$ cat src/design/bcidx_pkg.sv
package bcidx_pkg;

    localparam int MAX_RANK   = 4;
    localparam int DIM_BITS   = 16;
    localparam int SHAPE_BITS = 64;
    localparam int POS_BITS   = 32;
    localparam int STRIDE_W   = 33;
    localparam int IDX_W      = (MAX_RANK > 1) ? $clog2(MAX_RANK) : 1;
    localparam int QUEUE_DEPTH = 2;
    localparam int QPTR_W     = $clog2(QUEUE_DEPTH);
    localparam int QCNT_W     = $clog2(QUEUE_DEPTH + 1);
    localparam int DIV_STAGES = MAX_RANK * DIM_BITS;

    localparam logic [STRIDE_W-1:0] STRIDE_MAX = {STRIDE_W{1'b1}};
    localparam logic [STRIDE_W-1:0] COUNT_MAX  = {1'b0, {POS_BITS{1'b1}}};
    localparam logic [SHAPE_BITS-1:0] SHAPE_RESET = 64'h0001_0001_0001_0001;

    typedef enum logic [2:0] {
        ST_OK       = 3'd0,
        ST_INCOMPAT = 3'd1,
        ST_EMPTY    = 3'd2,
        ST_OVERFLOW = 3'd3,
        ST_RANGE    = 3'd4
    } status_t;

    typedef enum logic [1:0] {
        REG_FIRST_RANK   = 2'd0,
        REG_SECOND_RANK  = 2'd1,
        REG_FIRST_SHAPE  = 2'd2,
        REG_SECOND_SHAPE = 2'd3
    } reg_index_t;

    typedef struct packed {
        logic                                busy;
        status_t                             status;
        logic [POS_BITS-1:0]                 count;
        logic [MAX_RANK-1:0][POS_BITS-1:0]   out_strides;
        logic [MAX_RANK-1:0][POS_BITS-1:0]   first_strides;
        logic [MAX_RANK-1:0][POS_BITS-1:0]   second_strides;
        logic [MAX_RANK-1:0]                 first_keep;
        logic [MAX_RANK-1:0]                 second_keep;
    } shape_t;

    typedef struct packed {
        status_t             status;
        logic [POS_BITS-1:0] pos;
    } item_t;

endpackage

$ cat src/design/bcidx_shape.sv
module bcidx_shape (
    input  logic                            clk,
    input  logic                            rst_n,
    input  logic                            cfg_we,
    input  bcidx_pkg::reg_index_t           cfg_index,
    input  logic [bcidx_pkg::SHAPE_BITS-1:0] cfg_data,
    output bcidx_pkg::shape_t               shape
);
    import bcidx_pkg::*;

    localparam int PROD_W = STRIDE_W + DIM_BITS;

    logic [2:0]            first_rank_reg, second_rank_reg;
    logic [SHAPE_BITS-1:0] first_shape_reg, second_shape_reg;
    logic                  busy_reg;
    logic [IDX_W-1:0]      step_reg;
    logic [STRIDE_W-1:0]   fs_acc_reg, ss_acc_reg, os_acc_reg;
    logic [STRIDE_W-1:0]   fs_acc_next, ss_acc_next, os_acc_next;
    logic [STRIDE_W-1:0]   first_strides_reg [MAX_RANK];
    logic [STRIDE_W-1:0]   second_strides_reg [MAX_RANK];
    logic [STRIDE_W-1:0]   out_strides_reg [MAX_RANK];

    logic [DIM_BITS-1:0] fd [MAX_RANK];
    logic [DIM_BITS-1:0] sd [MAX_RANK];
    logic [DIM_BITS-1:0] od [MAX_RANK];
    logic [PROD_W-1:0]   fp, sp, op;
    logic                compat, empty, ovf;

    for (genvar k = 0; k < MAX_RANK; k++) begin : g_dim
        if ((k + 1) * DIM_BITS <= SHAPE_BITS) begin : g_in
            assign fd[k] = (k < int'(first_rank_reg))
                ? first_shape_reg[k*DIM_BITS +: DIM_BITS] : DIM_BITS'(1);
            assign sd[k] = (k < int'(second_rank_reg))
                ? second_shape_reg[k*DIM_BITS +: DIM_BITS] : DIM_BITS'(1);
        end else begin : g_out
            assign fd[k] = (k < int'(first_rank_reg)) ? '0 : DIM_BITS'(1);
            assign sd[k] = (k < int'(second_rank_reg)) ? '0 : DIM_BITS'(1);
        end
        assign od[k] = (fd[k] > sd[k]) ? fd[k] : sd[k];
        assign shape.out_strides[k]    = out_strides_reg[k][POS_BITS-1:0];
        assign shape.first_strides[k]  = first_strides_reg[k][POS_BITS-1:0];
        assign shape.second_strides[k] = second_strides_reg[k][POS_BITS-1:0];
        assign shape.first_keep[k]     = (fd[k] == od[k]);
        assign shape.second_keep[k]    = (sd[k] == od[k]);
    end

    always_comb
    begin
        compat = 1'b1;
        empty  = 1'b0;
        for (int k = 0; k < MAX_RANK; k++)
        begin
            if (fd[k] != sd[k] && fd[k] != DIM_BITS'(1) && sd[k] != DIM_BITS'(1))
                compat = 1'b0;
            if (fd[k] == '0 || sd[k] == '0)
                empty = 1'b1;
        end
        ovf = (os_acc_reg > COUNT_MAX);
        shape.busy = busy_reg;
        if (!compat)
        begin
            shape.status = ST_INCOMPAT;
            shape.count  = '0;
        end
        else if (empty)
        begin
            shape.status = ST_EMPTY;
            shape.count  = ovf ? '1 : os_acc_reg[POS_BITS-1:0];
        end
        else if (ovf)
        begin
            shape.status = ST_OVERFLOW;
            shape.count  = '1;
        end
        else
        begin
            shape.status = ST_OK;
            shape.count  = os_acc_reg[POS_BITS-1:0];
        end
    end

    always_comb
    begin
        fp = fs_acc_reg * fd[step_reg];
        sp = ss_acc_reg * sd[step_reg];
        op = os_acc_reg * od[step_reg];
        fs_acc_next = (fp > PROD_W'(STRIDE_MAX)) ? STRIDE_MAX : fp[STRIDE_W-1:0];
        ss_acc_next = (sp > PROD_W'(STRIDE_MAX)) ? STRIDE_MAX : sp[STRIDE_W-1:0];
        os_acc_next = (op > PROD_W'(STRIDE_MAX)) ? STRIDE_MAX : op[STRIDE_W-1:0];
    end

    always_ff @(posedge clk or negedge rst_n)
    begin
        if (!rst_n)
        begin
            first_rank_reg   <= '0;
            second_rank_reg  <= '0;
            first_shape_reg  <= SHAPE_RESET;
            second_shape_reg <= SHAPE_RESET;
            busy_reg         <= 1'b1;
            step_reg         <= '0;
            fs_acc_reg       <= STRIDE_W'(1);
            ss_acc_reg       <= STRIDE_W'(1);
            os_acc_reg       <= STRIDE_W'(1);
        end
        else if (cfg_we)
        begin
            unique case (cfg_index)
                REG_FIRST_RANK:   first_rank_reg   <= cfg_data[2:0];
                REG_SECOND_RANK:  second_rank_reg  <= cfg_data[2:0];
                REG_FIRST_SHAPE:  first_shape_reg  <= cfg_data;
                REG_SECOND_SHAPE: second_shape_reg <= cfg_data;
                default:          ;
            endcase
            busy_reg   <= 1'b1;
            step_reg   <= '0;
            fs_acc_reg <= STRIDE_W'(1);
            ss_acc_reg <= STRIDE_W'(1);
            os_acc_reg <= STRIDE_W'(1);
        end
        else if (busy_reg)
        begin
            fs_acc_reg <= fs_acc_next;
            ss_acc_reg <= ss_acc_next;
            os_acc_reg <= os_acc_next;
            if (step_reg == IDX_W'(MAX_RANK - 1))
                busy_reg <= 1'b0;
            else
                step_reg <= step_reg + IDX_W'(1);
        end
    end

    always_ff @(posedge clk)
    begin
        if (busy_reg && !cfg_we)
        begin
            first_strides_reg[step_reg]  <= fs_acc_reg;
            second_strides_reg[step_reg] <= ss_acc_reg;
            out_strides_reg[step_reg]    <= os_acc_reg;
        end
    end

endmodule

$ cat config.mk
export PLATFORM = sky130hd
export DESIGN_NAME = bcidx_shape
export DESIGN_NICKNAME = d
export VERILOG_FILES = /design/src/design/bcidx_pkg.sv /design/src/design/bcidx_shape.sv
export SDC_FILE = /design/constraint.sdc
export NUM_CORES = 2
export LEC_CHECK = 0
export ABC_AREA = 1
export ABC_CLOCK_PERIOD_IN_PS = 11150
export BUFFER_PORTS_ARGS = -buffer_cell sky130_fd_sc_hd__buf_2
export CELL_PAD_IN_SITES_DETAIL_PLACEMENT = 1
export CELL_PAD_IN_SITES_GLOBAL_PLACEMENT = 2
export CORE_ASPECT_RATIO = 0.75
export CORE_UTILIZATION = 38
export CTS_CLUSTER_SIZE = 8
export DETAILED_ROUTE_END_ITERATION = 12
export GPL_ROUTABILITY_DRIVEN = 0
export PLACE_DENSITY_LB_ADDON = 0.1
export SLEW_MARGIN = 40
export SYNTH_ARGS = -nofsm -noshare
export SYNTH_HDL_FRONTEND = slang
export SYNTH_SLANG_ARGS = --single-unit
$ cat constraint.sdc
create_clock -name clk -period 11.15 [get_ports clk]
set_input_delay 0.5575 -clock clk [delete_from_list [all_inputs] [get_ports clk]]
set_output_delay 0.5575 -clock clk [all_outputs]
set_load 0.02 [all_outputs]
==> impl_metrics.toml <==
[worst_hold_path]
hold-path-cell-count = 3
min_path_type = "in -> reg"
hold_path.startpoint = "cfg_data[32]"
timing.hold.worst_endpoint = "first_shape_reg[32]"

[job]
maxCapViolations = 0

[route]
detail_route.iter0.violations = 5183
finalWirelength_um = 324000
route.detailed.drc = 0
detailedRoute.firstPassIterationCount = 6
final_antenna_net_count = 0
route.vias.total = 69300
via_per_inst = 5.16
route.detailed.wl_per_inst_um = 24.1

[critical_path]
timing_worst_setup_path_type = "reg -> reg"
worst_r2r_path_depth = 41
cp-end-kind = "flop"
cp-start-kind = "flop"
crit-reg2reg-launch = "first_rank_reg[2]"
slowest_delay_ns = 0.60
worst-r2r-setup-slack_ns = 0.66
critPathArrivalTime_ns = 11.11
crit_path_max_fanout = 52
r2r_end = "os_acc_reg[6]"
crit_path_top_delay_cell = "sky130_fd_sc_hd__dfrtp_1"
critical_path.most_common_cell = "sky130_fd_sc_hd__nand2_1"
required_ns = 11.77

[global_route]
grt_start_max_net_pins = 75
globalRouteMet2Util = 0.471
grt_first_pass_wirelength_um = 488000
groute.usage.overall = 0.306
globalRouteMet3Util = 0.0472
gr-max-usage-layer = "met2"
gr-usage-met1 = 0.449
vias_in_the_first_global_route = 74600
antenna_violations_before_repair = 11
gr-total-overflow = 0

[timing]
timing_hold_violations_final = 0
fin_crit_ns = 10.49
timing_worst_slew_pin_value_ns = 0.898
final.setup.tns_ns = 0
final-setup-viol-count = 0
max_freq_mhz = 95.3
grt_setup_unrepaired = "false"
final_worst_clock_skew_ns = 0.0670
final_min_period_over_clock_period = 0.941
drv_slew = 0
max_slew_margin = 0.401

[finish]
nets = 12300
final.fill_count = 25800
drive_above_1_share = 0.0913
multi_input_gate_area_mm2 = 0.0535
area.sequential_mm2 = 0.0175
most_frequent_standard_cell_in_the_layout_excluding_fill_and_tap_cells = "sky130_fd_sc_hd__nand2_1"
most_used_cells_in_the_layout_excluding_fill_and_tap_cells = "3060 x sky130_fd_sc_hd__nand2_1, 2185 x sky130_fd_sc_hd__inv_1, 1296 x sky130_fd_sc_hd__fa_1, 812 x sky130_fd_sc_hd__nor2_1, 494 x sky130_fd_sc_hd__buf_2"
area_delta_synth_final_pct = 11.3

[outcome]
outcome = "complete, no violations"

[placement]
place_hpwl_um = 261000
buffer_ports.inserted = 495

[floorplan]
core_area_mm2 = 0.211
die-width_um = 535
rows = 146
chipHeight_um = 402
io-pin-count = 497
die_area_mm2 = 0.215
initial_utilization = 0.383

[yosys]
synth_fp_nets = 11900
synth_area_mm2 = 0.0809
synth_enable_flop_cells = 384
syn-instance-count = 10100
async_s_r_ff_share_synth = 0.381
post_syn_area_per_cell_um2 = 7.99
ys_seq_elements = 620
synth_top_flop_cell = "sky130_fd_sc_hd__edfxtp_1"
synth_seq_area_share = 0.216
post_synth_num_cell_types = 46
yosysWarningCount = 0

[clock_tree]
cts-buffers-inserted = 92
longest_clk_path_bufs = 3
worst_skew_pair.late_latency_ns = 0.76
htree_levels = 3
clock_sink_count = 620
tritoncts = "built"
clk_root_buffer_cell = "sky130_fd_sc_hd__clkbuf_16"
clkSlewWorstSetupHoldPaths_ns = 0.06
==> layer usage <==
layer,part of all wire,vias to the layer above
met5,0,-
met4,0.025,0
met3,0.061,323
met2,0.44,1954
met1,0.47,36000
li1,-,31000
==> worst max path at each step <==
stage,from,slack (ns),depth (start not counted),end
after global placement,first_rank_reg[2],0.43,41,os_acc_reg[13]
after global routing,first_rank_reg[2],0.06,42,os_acc_reg[15]
after floorplan,first_rank_reg[2],2.97,48,os_acc_reg[10]
after detailed placement,first_rank_reg[2],0.22,41,os_acc_reg[27]
final,first_rank_reg[2],0.66,41,os_acc_reg[6]
after CTS,first_rank_reg[2],0.17,41,os_acc_reg[3]
==> area by class of cell <==
cell class                 count  area share
clock buffer                 150      0.0288
multi-input combinational   6897       0.594
timing repair buffer         706      0.0485
clock inverter                14     0.00231
sequential                   620       0.194
tap                         2812      0.0391
antenna                        3   0.0000834
inverter                    2221      0.0926
==> logic make-up after synthesis <==
kind of cell | after synthesis | share of synthesized area
compound gates | 564 | 0.0391
fa+ha+maj | 1727 | 0.387
buf+inv | 2602 | 0.124
flops | 620 | 0.216
xor+xnor | 97 | 0.0105
other cells | 1 | 0.0000464
simple gates | 4508 | 0.223
==> synthesized netlist by cell type, types with 10 or more instances <==
cell	n	share of area
sky130_fd_sc_hd__nand2_1	3067	0.14
sky130_fd_sc_hd__nand3b_1	10	0.00093
sky130_fd_sc_hd__fa_1	1296	0.32
sky130_fd_sc_hd__ha_1	431	0.067
sky130_fd_sc_hd__a21oi_1	189	0.012
sky130_fd_sc_hd__xor2_1	33	0.0036
sky130_fd_sc_hd__clkbuf_1	234	0.011
sky130_fd_sc_hd__dfstp_2	12	0.0039
sky130_fd_sc_hd__nand4_1	112	0.0087
sky130_fd_sc_hd__nor2_2	10	0.00077
sky130_fd_sc_hd__o21bai_1	19	0.0018
sky130_fd_sc_hd__edfxtp_1	384	0.14
sky130_fd_sc_hd__o21ai_0	244	0.015
sky130_fd_sc_hd__nand3_1	407	0.025
sky130_fd_sc_hd__nor4_1	16	0.0012
sky130_fd_sc_hd__clkinv_1	11	0.00051
sky130_fd_sc_hd__buf_1	18	0.00084
sky130_fd_sc_hd__inv_1	2191	0.10
sky130_fd_sc_hd__dfrtp_1	224	0.069
sky130_fd_sc_hd__nor2_1	818	0.038
sky130_fd_sc_hd__buf_2	90	0.0056
sky130_fd_sc_hd__nor3_1	32	0.0020
sky130_fd_sc_hd__a21oi_2	30	0.0032
sky130_fd_sc_hd__inv_2	19	0.00088
sky130_fd_sc_hd__xnor2_1	64	0.0069
sky130_fd_sc_hd__buf_4	30	0.0028
sky130_fd_sc_hd__o211ai_1	60	0.0056
==> stage by stage <==
step                      hold WS, ns  cells  setup WS [ns]   util  cell area, µm²
final                          0.0636  13400          0.656  0.426           90000
after global routing           0.0554  13400         0.0618  0.426           90000
after CTS                      0.0136  13400          0.171  0.426           89900
after detailed placement        0.467  13300          0.221  0.412           87100
after global placement          0.463  13200          0.429  0.411           86900
after floorplan                 0.262  10100           2.97      -           80900
==> critical path, delay by kind of cell (launching register included) <==
kind | cells | cell delay [ns]
fa+ha+maj | 8 | 3.62
simple gates | 19 | 3.61
compound gates | 5 | 1.24
buf+inv | 9 | 1.17
flops | 1 | 0.60
==> what timing repair did <==
item	4_1_cts	5_1_grt
hold buffers	1	0
buffers inserted	0	0
setup endpoints to repair	0	33
gates resized for setup	0	3
hold endpoints to repair	68	0
Power is left out: the tool's default activity adds up to more than one toggle a clock period on the data nets, which glitch-free logic cannot reach.
