<file path="config.mk">
export PLATFORM = sky130hd
export DESIGN_NAME = bcidx_front_flat
export DESIGN_NICKNAME = d
export VERILOG_FILES = /design/src/design/bcidx_pkg.sv /design/src/design/bcidx_if.sv /design/src/design/bcidx_front.sv /design/src/flat_wrapper.sv
export SDC_FILE = /design/constraint.sdc
export NUM_CORES = 1
export LEC_CHECK = 0
export ABC_AREA = 1
export BUFFER_PORTS_ARGS = -buffer_cell sky130_fd_sc_hd__buf_2
export CAP_MARGIN = 10
export CORE_AREA = 2 2 193 195
export DETAILED_ROUTE_END_ITERATION = 10
export DIE_AREA = 0 0 195 197
export HOLD_SLACK_MARGIN = 0.1
export PLACE_DENSITY = 0.4
export SLEW_MARGIN = 0
export SYNTH_ARGS = -nofsm -noshare
export SYNTH_HDL_FRONTEND = slang
export SYNTH_SLANG_ARGS = --single-unit
</file>
<file path="constraint.sdc">
create_clock -name clk -period 3.11 [get_ports clk]
set_input_delay 0.1555 -clock clk [delete_from_list [all_inputs] [get_ports clk]]
set_output_delay 0.1555 -clock clk [all_outputs]
set_load 0.01 [all_outputs]
</file>
<file path="src/design/bcidx_pkg.sv">
package bcidx_pkg;

    localparam int MAX_RANK   = 4;
    localparam int DIM_BITS   = 16;
    localparam int SHAPE_BITS = 64;
    localparam int POS_BITS   = 32;
    localparam int STRIDE_W   = 33;
    localparam int IDX_W      = (MAX_RANK > 1) ? $clog2(MAX_RANK) : 1;
    localparam int QUEUE_DEPTH = 2;
    localparam int QPTR_W     = $clog2(QUEUE_DEPTH);
    localparam int QCNT_W     = $clog2(QUEUE_DEPTH + 1);
    localparam int DIV_STAGES = MAX_RANK * DIM_BITS;

    localparam logic [STRIDE_W-1:0] STRIDE_MAX = {STRIDE_W{1'b1}};
    localparam logic [STRIDE_W-1:0] COUNT_MAX  = {1'b0, {POS_BITS{1'b1}}};
    localparam logic [SHAPE_BITS-1:0] SHAPE_RESET = 64'h0001_0001_0001_0001;

    typedef enum logic [2:0] {
        ST_OK       = 3'd0,
        ST_INCOMPAT = 3'd1,
        ST_EMPTY    = 3'd2,
        ST_OVERFLOW = 3'd3,
        ST_RANGE    = 3'd4
    } status_t;

    typedef enum logic [1:0] {
        REG_FIRST_RANK   = 2'd0,
        REG_SECOND_RANK  = 2'd1,
        REG_FIRST_SHAPE  = 2'd2,
        REG_SECOND_SHAPE = 2'd3
    } reg_index_t;

    typedef struct packed {
        logic                                busy;
        status_t                             status;
        logic [POS_BITS-1:0]                 count;
        logic [MAX_RANK-1:0][POS_BITS-1:0]   out_strides;
        logic [MAX_RANK-1:0][POS_BITS-1:0]   first_strides;
        logic [MAX_RANK-1:0][POS_BITS-1:0]   second_strides;
        logic [MAX_RANK-1:0]                 first_keep;
        logic [MAX_RANK-1:0]                 second_keep;
    } shape_t;

    typedef struct packed {
        status_t             status;
        logic [POS_BITS-1:0] pos;
    } item_t;

endpackage

</file>
<file path="src/design/bcidx_if.sv">
interface bcidx_req_if;
    logic        valid;
    logic        ready;
    logic [31:0] out_position;

    modport source (output valid, output out_position, input ready);
    modport sink   (input valid, input out_position, output ready);
endinterface


</file>
<file path="src/design/bcidx_front.sv">
module bcidx_front (
    input  logic              clk,
    input  logic              rst_n,
    bcidx_req_if.sink         request,
    input  bcidx_pkg::shape_t shape,
    output bcidx_pkg::item_t  head,
    output logic              head_valid,
    input  logic              head_pop
);
    import bcidx_pkg::*;

    item_t             queue_mem [QUEUE_DEPTH];
    logic [QPTR_W-1:0] wr_ptr_reg, rd_ptr_reg;
    logic [QCNT_W-1:0] count_reg;
    item_t             entry;
    logic              push, pop;

    assign request.ready = !shape.busy && (count_reg != QCNT_W'(QUEUE_DEPTH));
    assign push          = request.valid && request.ready;
    assign head_valid    = (count_reg != '0);
    assign pop           = head_pop && head_valid;
    assign head          = queue_mem[rd_ptr_reg];

    always_comb
    begin
        entry.pos    = request.out_position;
        entry.status = shape.status;
        if (shape.status == ST_OK && request.out_position >= shape.count)
            entry.status = ST_RANGE;
    end

    always_ff @(posedge clk)
    begin
        if (push)
            queue_mem[wr_ptr_reg] <= entry;
    end

    always_ff @(posedge clk or negedge rst_n)
    begin
        if (!rst_n)
        begin
            wr_ptr_reg <= '0;
            rd_ptr_reg <= '0;
            count_reg  <= '0;
        end
        else
        begin
            if (push)
                wr_ptr_reg <= (wr_ptr_reg == QPTR_W'(QUEUE_DEPTH - 1))
                    ? '0 : wr_ptr_reg + QPTR_W'(1);
            if (pop)
                rd_ptr_reg <= (rd_ptr_reg == QPTR_W'(QUEUE_DEPTH - 1))
                    ? '0 : rd_ptr_reg + QPTR_W'(1);
            count_reg <= count_reg + QCNT_W'(push) - QCNT_W'(pop);
        end
    end

endmodule

</file>
<file path="src/flat_wrapper.sv">
// flat-port wrapper written by rule: the top's interface ports become plain ports
module bcidx_front_flat import bcidx_pkg::*;
  (clk, rst_n, shape, head, head_valid, head_pop, request_valid, request_out_position, request_ready);
  bcidx_req_if request_i ();
  input  logic clk;
  input  logic rst_n;
  input  bcidx_pkg::shape_t shape;
  output bcidx_pkg::item_t head;
  output logic head_valid;
  input  logic head_pop;
  input wire logic [$bits(request_i.valid)-1:0] request_valid;
  input wire logic [$bits(request_i.out_position)-1:0] request_out_position;
  output wire logic [$bits(request_i.ready)-1:0] request_ready;
  assign request_i.valid = request_valid;
  assign request_i.out_position = request_out_position;
  assign request_ready = request_i.ready;
  bcidx_front u_core (.clk(clk), .rst_n(rst_n), .request(request_i), .shape(shape), .head(head), .head_valid(head_valid), .head_pop(head_pop));
endmodule
</file>
==> impl_metrics.py, run 1 <==
metrics = {
    "power": {
        "p_per_area_mw_per_mm2": 653,
        "combPwrFrac_pct": 32.7,
        "seqPwrFrac_pct": 36.0,
        "internal-power_mw": 2.32,
        "leakage_nw": 2.43,
        "ir_worst_vdd_uv": 238,
        "p_sw_mw": 1.24,
        "switching_share_pct": 34.8,
        "clockPowerShare_pct": 31.3,
    },
    "worst_setup_path": {
        "crit_slowest_cell": "dlygate4sd3_1",
        "critical_path_buf_inv_count": 2,
        "start_kind": "primary input",
        "worst_r2r_path_depth": 4,
        "cp_max_fo": 3,
        "path_cells": "dlygate4sd3_1 -> buf_2 -> ha_1 -> a21oi_1 -> o21ai_0 -> a21oi_2 -> nand2_1 -> nand2_1 -> nand2_1 -> nand2_1 -> nand2_1",
        "worstPathArrival_ns": 2.03,
        "cp.required_ns": 3.18,
        "reg2reg_from": "u_core.count_reg[1]$_DFF_PN0_",
        "cp_top_family": "buffers and inverters",
        "crit_start": "request_out_position[9]",
        "cp-end-kind": "flip-flop",
        "rrSetupSlack_ns": 1.16,
        "r2r_end": "u_core.queue_mem[1][11]$_DFFE_PP_",
        "cp.depth": 11,
        "path_class": "in2reg",
        "endpoint": "u_core.queue_mem[0][34]$_DFFE_PP_",
        "slowest_delay_ns": 0.53,
        "critPathMostFrequentCell": "nand2_1",
    },
    "detailed_routing": {
        "vias_per_cell": 2.82,
        "dr.pass1.iters": 4,
        "wirelength_mm": 11.8,
        "antenna_left": 0,
        "num_vias": 2752,
        "drt_iter0_markers": 84,
        "drc": 0,
        "avgRoutedWirePerCell_um": 12.1,
    },
    "clock_tree": {
        "clkTransAtPathRegs_ns": 0.06,
        "cts-resized-gates": 0,
        "cts_tree": "built",
        "cts_buffer_depth": 2,
        "cts_root_buffer": "clkbuf_16",
        "cts_setup_buffers": 0,
        "postCtsHoldBufs": 35,
        "cts.sink_count": 74,
        "numCtsBuffers": 9,
        "htreeDepth": 3,
        "clkLatencyLatePin_ns": 0.35,
    },
    "layout": {
        "area_delta_synth_final_pct": 50.3,
        "seqCellArea_mm2": 0.00220,
        "fillCellCount": 4159,
        "largest_reg_flops": 70,
        "multi_input_area_mm2": 0.00122,
        "layout.cells.non_filler": 975,
        "drive_gt1_share_pct": 27.5,
        "fin_nets": 995,
    },
    "yosys": {
        "synth_area_leaders": "edfxtp_1 58%, nand2_1 15%, ha_1 12%",
        "ys_warn_count": 0,
        "synth-simple-area-share_pct": 17.0,
        "synth_edf_count": 70,
        "synth_flop_cell": "edfxtp_1",
        "synthTopCellsByCount": "141 x nand2_1, 70 x edfxtp_1, 46 x inv_1",
        "synth_adder_area_share_pct": 11.7,
        "synth_compound_area_share_pct": 3.52,
        "synth_top_area_share_pct": 58.0,
        "ys_types": 22,
        "yosys.area_share.xor_xnor_pct": 0.966,
        "synth_nets": 847,
        "postSynthAreaPerCell_um2": 10.4,
        "synth_top_family_by_area": "simple AND/OR/NAND/NOR gates",
        "ys_ff_latch": 74,
        "syn_area_mm2": 0.00363,
        "yosysSeqAreaShare_pct": 60.7,
        "synth_area_leader_cell": "edfxtp_1",
        "yosysMostFrequentCell": "nand2_1",
        "async_flop_share_pct": 5.41,
        "synth_mux_area_share_pct": 0,
        "synthCells": 349,
    },
    "global_route": {
        "grt_pass1_vias": 2688,
        "grt_max_degree": 37,
        "antenna_found_initial": 9,
        "grt_pass1_wl_mm": 16.7,
        "gr-usage-all-layers_pct": 6.35,
        "gr-total-overflow": 0,
    },
    "floorplanning": {
        "num_io_pins": 501,
        "rows": 70,
        "core_mm2": 0.0363,
        "dieArea_mm2": 0.0384,
        "start_util_pct": 10.0,
        "die_height_um": 197,
        "dieWidth_um": 195,
    },
    "timing": {
        "hold_violations": 0,
        "fmax_mhz": 512,
        "relSlewSlack_pct": 45.8,
        "fin_crit_ns": 1.95,
        "slew_viol_final": 0,
        "rsz0062_at_grt": "false",
        "fin_crit_sh_pct": 62.8,
        "setup_slack_ns": 1.16,
        "finalClockSkew_ns": 0.00760,
        "finalSetupViolCount": 0,
        "fin_setup_tns_ns": 0,
        "worstMarginPinSlew_ns": 0.812,
    },
    "placement": {
        "pre_cts_ws_ns": 1.10,
        "dpl.hpwl_mm": 8.96,
        "globalplace.congestion": 0.653,
        "post-place-cells": 919,
        "io_buffer_count": 108,
    },
    "worst_hold_path": {
        "hp-start": "request_out_position[12]",
        "min_path_type": "in2reg",
    },
    "outcome": {
        "outcome": "complete, no violations",
    },
    "run": {
        "max_cap_viol_count": 0,
    },
}
## cell usage in the layout (no fill, tap or decap), types with 3 or more instances in the layout
cell           instances
nand2_1              141
buf_2                108
edfxtp_1              70
inv_1                 46
dlygate4sd3_1         35
ha_1                  34
a21oi_1               15
clkbuf_16              9
diode_2                5
nor2_1                 5
dfrtp_1                4
xor2_1                 3
nand4_1                3
## routing by layer
layer | global-route usage [%] | wire (um) | up-vias
met5 | 0 | 13 | -
met4 | 3.05 | 276 | 2
met3 | 2.09 | 760 | 20
met2 | 10.7 | 5700 | 70
met1 | 7.27 | 5010 | 1219
li1 | - | - | 1441
## worst min-delay path by stage
| stage | end | depth (start not counted) |
|---|---|---|
| final | u_core.queue_mem[1][12]$_DFFE_PP_ | 1 |
| after CTS | u_core.queue_mem[1][12]$_DFFE_PP_ | 1 |
| after global placement | u_core.count_reg[0]$_DFF_PN0_ | 1 |
| after global routing | u_core.queue_mem[1][12]$_DFFE_PP_ | 1 |
| after detailed placement | u_core.count_reg[0]$_DFF_PN0_ | 1 |
| after floorplan | u_core.count_reg[0]$_DFF_PN0_ | 0 |
## power groups by stage
stage	Clock [mW]	Combinational, mW	Sequential (mW)
global route	1.20	1.34	1.30
global placement	0	1.20	1.30
detailed placement	0	1.21	1.30
CTS	1.17	1.24	1.28
floorplan	0	0.636	1.30
finish	1.11	1.17	1.28
## cells by family (layout without fill, tap and decap cells)
logic type	after synthesis	after routing
AO/OA/AOI/OAI	23	23
AND/OR/NAND/NOR	157	157
other	0	5
adder cells (fa/ha/maj)	34	34
flip-flops	74	74
XOR/XNOR	4	4
buffers and inverters	57	210
## final cells by class
cell class                      count  share of cell area [%]
Clock buffer                       11                    4.64
Inverter                           48                    3.31
Tap cell                          468                    10.7
Timing Repair Buffer              146                    17.2
Sequential cell                    74                    40.4
Antenna cell                        5                   0.230
Clock inverter                      5                    1.10
Multi-Input combinational cell    218                    22.4
## stage by stage
| stage | cell area [um2] | total power [mW] | utilization (%) | hold WS, ns |
|---|---|---|---|---|
| detailed placement | 4780 | 2.51 | 13.2 | -0.0194 |
| finish | 5450 | 3.56 | 15.0 | 0.111 |
| global route | 5440 | 3.83 | 15.0 | 0.106 |
| CTS | 5440 | 3.70 | 15.0 | 0.109 |
| floorplan | 3630 | 1.94 | - | -0.140 |
| global placement | 4780 | 2.51 | 13.2 | -0.0241 |
(Power assumes the default switching activity.)
==> inputs of run 2 (changes only) <==
--- a/config.mk
+++ b/config.mk
@@ -8,9 +8,9 @@
 export ABC_AREA = 1
 export BUFFER_PORTS_ARGS = -buffer_cell sky130_fd_sc_hd__buf_2
 export CAP_MARGIN = 10
-export CORE_AREA = 2 2 193 195
+export CORE_AREA = 2 2 197 199
 export DETAILED_ROUTE_END_ITERATION = 10
-export DIE_AREA = 0 0 195 197
+export DIE_AREA = 0 0 199 201
 export HOLD_SLACK_MARGIN = 0.1
 export PLACE_DENSITY = 0.4
 export SLEW_MARGIN = 0
==> constraint.sdc (replaced) <==
create_clock -name clk -period 1.7 [get_ports clk]
set_input_delay 0.085 -clock clk [delete_from_list [all_inputs] [get_ports clk]]
set_output_delay 0.085 -clock clk [all_outputs]
set_load 0.01 [all_outputs]
==> run 2 against run 1 <==
  * Routed wire length rose by 8.7%
  * Total power rose by 87%
  * Highest routed layer unchanged
  * Sequential power rose by 84%
  * Clock skew fell by 0.0018 ns
==> impl_metrics.py, run 2 (synthesis gave the netlist of run 1 again) <==
metrics = {
    "detailed_routing": {
        "drc": 0,
        "antenna_left": 0,
        "dr.pass1.iters": 4,
        "avgRoutedWirePerCell_um": 12.4,
        "wirelength_mm": 12.8,
        "vias_per_cell": 2.75,
        "drt_iter0_markers": 85,
        "num_vias": 2827,
    },
    "timing": {
        "fmax_mhz": 622,
        "hold_violations": 0,
        "slew_viol_final": 0,
        "finalSetupViolCount": 0,
        "relSlewSlack_pct": 78.4,
        "rsz0062_at_grt": "false",
        "worstMarginPinSlew_ns": 0.323,
        "fin_crit_sh_pct": 94.5,
        "fin_crit_ns": 1.61,
        "finalClockSkew_ns": 0.00581,
        "setup_slack_ns": 0.0936,
        "fin_setup_tns_ns": 0,
    },
    "floorplanning": {
        "rows": 72,
        "dieArea_mm2": 0.0400,
        "start_util_pct": 9.52,
        "num_io_pins": 501,
        "dieWidth_um": 199,
        "core_mm2": 0.0381,
        "die_height_um": 201,
    },
    "global_route": {
        "gr-usage-all-layers_pct": 6.71,
        "use_met1_pct": 7.91,
        "grt_max_degree": 29,
        "grt.busiest_layer": "met2",
        "gr-total-overflow": 0,
        "grt_pass1_wl_mm": 17.9,
        "grt_pass1_vias": 2703,
        "antenna_found_initial": 9,
        "use_met3_pct": 2.49,
        "grt_use_met2_pct": 10.6,
    },
    "worst_setup_path": {
        "worstPathArrival_ns": 1.72,
        "path_cells": "dlygate4sd3_1 -> buf_2 -> ha_1 -> nand2_2 -> nor2_1 -> nand2_1 -> nand2_1 -> a21oi_2 -> nand2_1 -> nand2_1 -> nand2_1",
        "path_class": "in2reg",
        "cp.required_ns": 1.81,
        "start_kind": "primary input",
        "cp-end-kind": "flip-flop",
        "critPathMostFrequentCell": "nand2_1",
        "cp_max_fo": 3,
        "crit_slowest_cell": "dlygate4sd3_1",
        "slowest_delay_ns": 0.54,
    },
    "power": {
        "ir_worst_vdd_uv": 469,
        "p_per_area_mw_per_mm2": 1160,
        "leakage_nw": 2.52,
    },
    "run": {
        "max_cap_viol_count": 0,
    },
    "placement": {
        "io_buffer_count": 108,
        "post-place-cells": 980,
        "globalplace.congestion": 0.665,
        "pre_cts_ws_ns": 0.0757,
        "place_area_mm2": 0.00494,
        "dpl.hpwl_mm": 9.89,
    },
    "layout": {
        "mostFrequentLayoutCells": "136 x nand2_1, 100 x buf_2, 70 x edfxtp_1, 44 x inv_1, 33 x dlygate4sd3_1",
        "fin_nets": 1001,
        "area_delta_synth_final_pct": 58.3,
        "drive_gt1_share_pct": 32.1,
        "layout.cells.non_filler": 1029,
        "post-route-util_pct": 15.1,
        "final_common_cell": "nand2_1",
        "finalInstanceArea_mm2": 0.00574,
        "largest_reg_flops": 70,
    },
    "clock_tree": {
        "cts.sink_count": 74,
        "htreeDepth": 3,
        "cts_buffer_depth": 2,
        "cts_root_buffer": "clkbuf_16",
        "clkTransAtPathRegs_ns": 0.06,
        "clkLatencyLatePin_ns": 0.36,
        "cts_setup_buffers": 0,
        "numCtsBuffers": 9,
        "cts_tree": "built",
    },
    "outcome": {
        "outcome": "complete, no violations",
    },
    "worst_hold_path": {
        "min_path_type": "in2reg",
    },
}
[run 2: cell type report]
class / count / area, um2
Fill cell: 4264 / 32400
Sequential cell: 74 / 2200
Multi-Input combinational cell: 218 / 1360
Timing Repair Buffer: 152 / 1040
Tap cell: 518 / 648
Clock buffer: 9 / 225
Inverter: 48 / 180
Clock inverter: 7 / 76.3
Antenna cell: 3 / 7.51
[run 2: stage by stage]
step	hold slack (ns)	power, mW
6_report	0.0997	6.67
5_1_grt	0.114	7.20
4_1_cts	0.103	6.86
3_5_place_dp	-0.0890	4.70
3_3_place_gp	-0.0910	4.69
2_1_floorplan	-0.211	3.56
[run 2: path summary, 6_finish.rpt]
check,from,end,slack (ns),cells after the start
worst max register to register,u_core.count_reg[0]$_DFF_PN0_,u_core.count_reg[1]$_DFF_PN0_,0.13,9
max in group asynchronous,rst_n,u_core.rd_ptr_reg$_DFFE_PN0P_,0.86,3
worst min register to register,u_core.count_reg[1]$_DFF_PN0_,u_core.count_reg[1]$_DFF_PN0_,0.57,2
worst min-delay path,request_out_position[6],u_core.queue_mem[1][6]$_DFFE_PP_,0.1,1
min in group asynchronous,rst_n,u_core.count_reg[1]$_DFF_PN0_,0.64,3
worst max-delay path,request_out_position[20],u_core.queue_mem[0][34]$_DFFE_PP_,0.09,11
[run 2: critical path, delay by kind of cell]
kind	cells	cell delay [ns]
fa+ha+maj	1	0.31
simple gates	7	0.45
compound gates	1	0.18
buf+inv	2	0.69
[run 2: layer usage]
metal | share of wire, % | up-vias
met5 | 0.21 | -
met4 | 2.8 | 4
met3 | 7.0 | 27
met2 | 46 | 78
met1 | 44 | 1264
li1 | - | 1454
[run 2: report_power, final]
group          total [mW]  internal, mW  switching [mW]  leakage [nW]
Sequential           2.36          2.28          0.0752         0.685
Combinational        2.31         0.854            1.46          1.69
Clock                2.00          1.15           0.855         0.144
Total                6.67          4.28            2.39          2.52
[run 2: repair_timing]
| action | CTS | global route |
|---|---|---|
| endpoints found under the hold margin | 75 | 0 |
| hold buffers | 38 | 0 |
| resized for setup | 0 | 28 |
| setup endpoints to repair | 0 | 3 |
